<file path="config.mk">
export PLATFORM = sky130hd
export DESIGN_NAME = brw_ctrl
export DESIGN_NICKNAME = d
export VERILOG_FILES = /design/src/hw/rtl/banked_ram_window_dirty_writeback_macros.svh /design/src/hw/rtl/brw_pkg.sv /design/src/hw/rtl/brw_ctrl.sv
export SDC_FILE = /design/constraint.sdc
export NUM_CORES = 1
export LEC_CHECK = 0
export BUFFER_PORTS_ARGS = -buffer_cell sky130_fd_sc_hd__buf_2
export CAP_MARGIN = 20
export CORE_AREA = 2 2 39 41
export DETAILED_ROUTE_END_ITERATION = 16
export DIE_AREA = 0 0 41 43
export PLACE_DENSITY_LB_ADDON = 0.3
export SYNTH_ARGS = -nofsm -noshare
export SYNTH_HDL_FRONTEND = slang
export SYNTH_SLANG_ARGS = --single-unit
</file>
<file path="constraint.sdc">
create_clock -name aclk -period 1.2 [get_ports aclk]
set_input_delay 0.06 -clock aclk [delete_from_list [all_inputs] [get_ports aclk]]
set_output_delay 0.06 -clock aclk [all_outputs]
set_load 0.05 [all_outputs]
</file>
<file path="src/hw/rtl/banked_ram_window_dirty_writeback_macros.svh">
// ---------------------------------------------------------------------------
// banked ram window assertion macros
// concurrent checks that compile away under synthesis
// ---------------------------------------------------------------------------
`ifndef BANKED_RAM_WINDOW_DIRTY_WRITEBACK_MACROS_SVH
`define BANKED_RAM_WINDOW_DIRTY_WRITEBACK_MACROS_SVH

`ifndef SYNTHESIS
// antecedent implies consequent in the same cycle
`define BRW_ASSERT_SAME(label, clk, rstn, ante, cons) \
    label: assert property (@(posedge clk) disable iff (!rstn) (ante) |-> (cons)) \
        else $error("assertion failed");
// antecedent implies consequent in the next cycle
`define BRW_ASSERT_NEXT(label, clk, rstn, ante, cons) \
    label: assert property (@(posedge clk) disable iff (!rstn) (ante) |=> (cons)) \
        else $error("assertion failed");
`else
`define BRW_ASSERT_SAME(label, clk, rstn, ante, cons)
`define BRW_ASSERT_NEXT(label, clk, rstn, ante, cons)
`endif

`endif

</file>
<file path="src/hw/rtl/brw_pkg.sv">
// ---------------------------------------------------------------------------
// brw_pkg
// shared types and constants of the banked ram window block
// ---------------------------------------------------------------------------
`timescale 1ns / 1ps
`default_nettype none

package brw_pkg;

    localparam int PAGES_DEF   = 64;
    localparam int PAGE_BYTES  = 256;
    localparam int OFFSET_W    = 8;
    localparam int PAGE_NUM_W  = 6;
    localparam int BYTE_W      = 8;
    localparam int CMD_W       = 3;
    localparam int DIRTY_BITS  = 64;

    // input word layout
    localparam int CMD_LSB     = 0;
    localparam int HPAGE_LSB   = CMD_LSB + CMD_W;
    localparam int OFFSET_LSB  = HPAGE_LSB + PAGE_NUM_W;
    localparam int DATA_LSB    = OFFSET_LSB + OFFSET_W;
    localparam int S_TDATA_W   = 32;

    // output word layout
    localparam int M_TDATA_W   = 24;
    localparam int M_TUSER_W   = 3;

    localparam logic [7:0] PAGE_REG_RESET = 8'h40;
    localparam logic [7:0] PAGE_FORCE     = 8'h40;
    localparam logic [7:0] WMODE_READ     = 8'hde;
    localparam logic [7:0] SYS_BLOCK      = 8'hff;
    localparam int         WMODE_BIT      = 7;

    typedef enum logic [CMD_W-1:0] {
        CMD_BLOCK_SEL  = 3'd0,
        CMD_PAGE_SET   = 3'd1,
        CMD_PAGE_READ  = 3'd2,
        CMD_WIN_WRITE  = 3'd3,
        CMD_WIN_READ   = 3'd4,
        CMD_HOST_FILL  = 3'd5,
        CMD_HOST_FETCH = 3'd6
    } cmd_e_t;

    typedef enum logic [1:0] {
        FK_NONE   = 2'd0,
        FK_LOAD   = 2'd1,
        FK_RELOAD = 2'd2
    } fetch_kind_t;

    typedef enum logic [1:0] {
        ST_IDLE,
        ST_RESULT,
        ST_SCAN
    } state_t;

    typedef struct packed {
        logic accept;
        logic load_result;
        logic load_wb;
        logic scan_step;
    } ctl_cmd_t;

    typedef struct packed {
        logic start_scan;
        logic scan_bit;
        logic scan_last;
    } dp_status_t;

endpackage

`default_nettype wire

</file>
<file path="src/hw/rtl/brw_ctrl.sv">
// ---------------------------------------------------------------------------
// brw_ctrl
// sequencer: accepts a word, issues the result or walks the dirty scan
// ---------------------------------------------------------------------------
`timescale 1ns / 1ps
`default_nettype none

module brw_ctrl (
    input  wire logic                 aclk,
    input  wire logic                 aresetn,
    input  wire logic                 s_tvalid,
    output logic                      s_tready,
    output logic                      m_tvalid,
    input  wire logic                 m_tready,
    input  wire brw_pkg::dp_status_t  st,
    output brw_pkg::ctl_cmd_t         ctl
);

    import brw_pkg::*;

    state_t state_reg, state_next;
    logic   out_valid_reg, out_valid_next;
    logic   slot_free;

    assign slot_free = !out_valid_reg || m_tready;

    always_ff @(posedge aclk) begin
        if (!aresetn) begin
            state_reg     <= ST_IDLE;
            out_valid_reg <= 1'b0;
        end else begin
            state_reg     <= state_next;
            out_valid_reg <= out_valid_next;
        end
    end

    always_comb begin
        state_next = state_reg;
        ctl        = '0;
        s_tready   = 1'b0;
        case (state_reg)
            ST_IDLE: begin
                s_tready = 1'b1;
                if (s_tvalid) begin
                    ctl.accept = 1'b1;
                    state_next = st.start_scan ? ST_SCAN : ST_RESULT;
                end
            end
            ST_RESULT: begin
                if (slot_free) begin
                    ctl.load_result = 1'b1;
                    state_next      = ST_IDLE;
                end
            end
            ST_SCAN: begin
                // skip clean pages, hold on a dirty one until the slot frees
                if (!st.scan_bit) begin
                    ctl.scan_step = 1'b1;
                end else if (slot_free) begin
                    ctl.load_wb   = 1'b1;
                    ctl.scan_step = 1'b1;
                    if (st.scan_last) begin
                        state_next = ST_IDLE;
                    end
                end
            end
            default: begin
                state_next = ST_IDLE;
            end
        endcase

        if (ctl.load_result || ctl.load_wb) begin
            out_valid_next = 1'b1;
        end else if (m_tready) begin
            out_valid_next = 1'b0;
        end else begin
            out_valid_next = out_valid_reg;
        end
    end

    assign m_tvalid = out_valid_reg;

endmodule

`default_nettype wire

</file>
== Yosys cells after proc, flatten, opt, wreduce, memory -nomap -nowiden ==
Index checks and enable logic that the tools add are counted.
Word-level totals
  memory bits (read-only): 0
  bits in latches: 0
  input bits: 7
  word-level logic and storage cells: 33
  output and inout port bits: 6
  RAM bits: 0
  flip-flop bits (word level): 3
  memories kept: 0
Cells by class
  multiplexer cells: 18
  bitwise gates (word level): 0
  reductions and logical operators: 6
  eq/ne operators: 7
  add/subtract/negate cells: 0
  $mul: 0
  magnitude comparators: 0
  div/mod/pow operators: 0
  shift operators: 0
Operators with widths (number)
  two-way mux 2 bit: 8
  inequality test 2 bit (second input constant): 5
  two-way mux 1 bit: 9
  case mux 2 bit (3 select lines): 1
  AND reduction 5 bit: 1
  == test 2 x 1 -> 1 bit (second input constant): 1
  == test 2 bit (second input constant): 1
  zero test 2 bit: 1
  logical OR 1 bit: 2
  nonzero test 2 bit: 1
  zero test 1 bit: 1

== Longest topological paths before layout ==
  word-level depth: 7
  gate-level depth with buffers: 2
  depth with buffers taken out: 2

== Worst setup path before layout ==
OpenSTA, ideal clock, no wires.
  path kind: register to output
  start: register out_valid_reg (netlist: m_tvalid)
  end: output port ctl[1] (netlist name)
  data required time: 1.140 ns
  slack: -0.738 ns
  data arrival time: 1.878 ns
  cell stages (with the launch flop): 3
  cells stage by stage: dfxtp_1 nor2b_1 nor3b_1
RTL lines
  start: declaration: line brw_ctrl.sv:22  | logic out_valid_reg, out_valid_next;
  start signal: assignment: line brw_ctrl.sv:33  | out_valid_reg <= out_valid_next;
  end: declaration: line brw_ctrl.sv:16  | output brw_pkg::ctl_cmd_t ctl

==> flow_summary.json <==
{
  "crit_family": "flip-flops",
  "drive_above_1_share": 0.707,
  "synthXorXnorAreaFrac": 0,
  "drv_slew": 0,
  "max_freq_mhz": 858,
  "cts-buffers-inserted": 3,
  "ys_ff_latch": 3,
  "regArea_um2": 68.8,
  "comb_power_share": 0.325,
  "initial_core_util": 0.134,
  "postPlaceCellArea_um2": 308,
  "largest_register_ffs": 2,
  "peakVddDrop_v": 0.000450,
  "synth_compound_area_frac": 0.203,
  "synthArstFlopShare": 0,
  "p_sw_frac": 0.334,
  "rsz0062_at_grt": "true",
  "num_rows": 14,
  "layout.nets": 49,
  "die_h_um": 43,
  "setup_violations": 0,
  "synth_top_flop_cell": "dfxtp_1",
  "worstPathCellList": "or2b_1, nor2_2, buf_6",
  "worst_pin_slew_ns": 0.248,
  "status": "completed",
  "drtAntennaViolNets": 0,
  "clk_pin_slew_worst_paths_ns": 0.04,
  "multi_input_area_um2": 163,
  "synthesis.area_um2": 185,
  "synth_top_family_by_area": "simple AND/OR/NAND/NOR gates",
  "cts_max_path_buffers": 2,
  "fp.dieArea_mm2": 0.00176,
  "synthMuxAreaShare": 0,
  "crit_slowest_cell": "dfxtp_4",
  "cp-end-kind": "primary output",
  "grt_pass1_wl_um": 800,
  "drt_wl_total_um": 534,
  "layout_common_cells": "buf_2, buf_4, clkbuf_4, buf_6",
  "fillers": 157,
  "grtUsageTotal": 0.0732,
  "crit_buf_inv": 1,
  "area_growth_pct": 108,
  "n_antenna_cell": 0,
  "drt_drc_violations_left": 0,
  "clock_skew_ns": 0.00206,
  "firstDrtPassIters": 4,
  "fin_area_um2": 385,
  "port_buffers": 12,
  "crit_path_max_fanout": 5,
  "power_frac_clock": 0.411,
  "ys_seq_area_frac": 0.324,
  "cts_sinks": 3,
  "slew_headroom": 0.836,
  "h-tree-depth": 1,
  "p_leak_nw": 0.160,
  "critPathRequiredTime_ns": 1.14,
  "path_class": "register to primary output",
  "via_per_inst": 4.02,
  "cp.arrival_ns": 1.11,
  "hold_class": "input pin to register",
  "root_buffer": "clkbuf_4",
  "drtIter0Drc": 9,
  "antenna_found_initial": 0,
  "first_global_vias": 208,
  "ys_types": 14,
  "clk_latency_ns": 0.23,
  "cellPowerDensity_mw_per_mm2": 1110,
  "die_w_um": 41,
  "power_switching_uw": 143,
  "yosys_warnings": 0,
  "wire_per_inst_um": 9.37,
  "cap_viol_max_count": 0,
  "timing.final.crit_period_ns": 1.17,
  "synth_edf_count": 0,
  "power.internal_uw": 285,
  "cpPeakStageDelay_ns": 0.36,
  "pin_count": 13,
  "coreArea_mm2": 0.00138,
  "synthesis.nets": 29,
  "crit_path_start_kind": "register",
  "place_congestion": 0.722,
  "hold_violations": 0,
  "syn_inst": 22,
  "final_common_cell": "buf_2",
  "syn_avg_cell_area_um2": 8.42,
  "finalPower_uw": 428,
  "grt_max_degree": 8,
  "hpwl_um": 414,
  "grt.overflow.total": 0,
  "synth_fa_ha_area_frac": 0,
  "period_share": 0.972,
  "cts_tree": "yes",
  "vias": 229,
  "power.share.sequential": 0.264,
  "ctsHoldBuffers": 0,
  "synth-simple-area-share": 0.453
}
tightest hold or removal path: stages:
cell and delay, ns:
buf_2 0.11, nand2b_1 0.07, a311oi_1 0.04
worst paths after layout:
kind	end	cells after the start	slack [ns]	startpoint
max reg2reg	state_reg[0]$_SDFFE_PN0P_	2	0.17	state_reg[0]$_SDFFE_PN0P_
max	ctl[2]	3	0.03	state_reg[0]$_SDFFE_PN0P_
min	state_reg[1]$_SDFFE_PN0P_	3	0.09	aresetn
min reg2reg	state_reg[0]$_SDFFE_PN0P_	2	0.52	m_tvalid$_SDFFE_PN0P_
repair_timing:
item	in CTS	in global routing
setup endpoints to repair	4	4
gates resized for setup	12	2
buffers inserted	0	2
pin swaps	1	0
logic make-up (layout without fill, tap and decap cells):
family / count (synthesis) / in the layout
buffers and inverters: 1 / 20
AOI/OAI and AO/OA: 5 / 5
DFF: 3 / 3
and+or+nand+nor: 13 / 13
Yosys cell counts, types with 2 or more instances:
cell type  instances  area [um^2]
a21oi_1            2         10.0
nand3b_1           2         15.0
dfxtp_1            3         60.1
nor2_1             2         7.51
and2_1             2         12.5
nand2b_1           3         18.8
power groups by stage:
stage               Clock, mW  Combinational [mW]  Sequential [mW]
global route            0.187               0.146            0.114
detailed placement          0               0.121            0.115
global placement            0               0.122            0.115
floorplan                   0              0.0761            0.124
CTS                     0.185               0.133            0.115
finish                  0.176               0.139            0.113
layout make-up:
cell class / instances / area share
Multi-Input combinational cell: 18 / 0.422
Timing Repair Buffer: 15 / 0.269
Sequential cell: 3 / 0.179
Clock buffer: 4 / 0.0682
Tap cell: 16 / 0.0519
Inverter: 1 / 0.00974
layer usage:
metal	GRT usage	wire length, um	vias up
met4	0.0800	0	0
li1	-	-	116
met1	0.0994	235	99
met2	0.0750	228	14
met3	0.0314	70	0
met5	0	0	-
through the flow:
step / utilization / setup slack [ns] / TNS (ns) / instances / hold WS, ns
floorplan: - / 0.00829 / 0 / 22 / 0.165
global placement: 0.222 / 0.110 / 0 / 52 / 0.322
detailed placement: 0.222 / 0.0904 / 0 / 52 / 0.330
CTS: 0.262 / -0.00216 / -0.00216 / 55 / 0.0754
global route: 0.278 / -0.0183 / -0.0183 / 57 / 0.0957
finish: 0.278 / 0.0339 / 0 / 57 / 0.0872
Note: power is estimated with default switching activity, not from simulation.
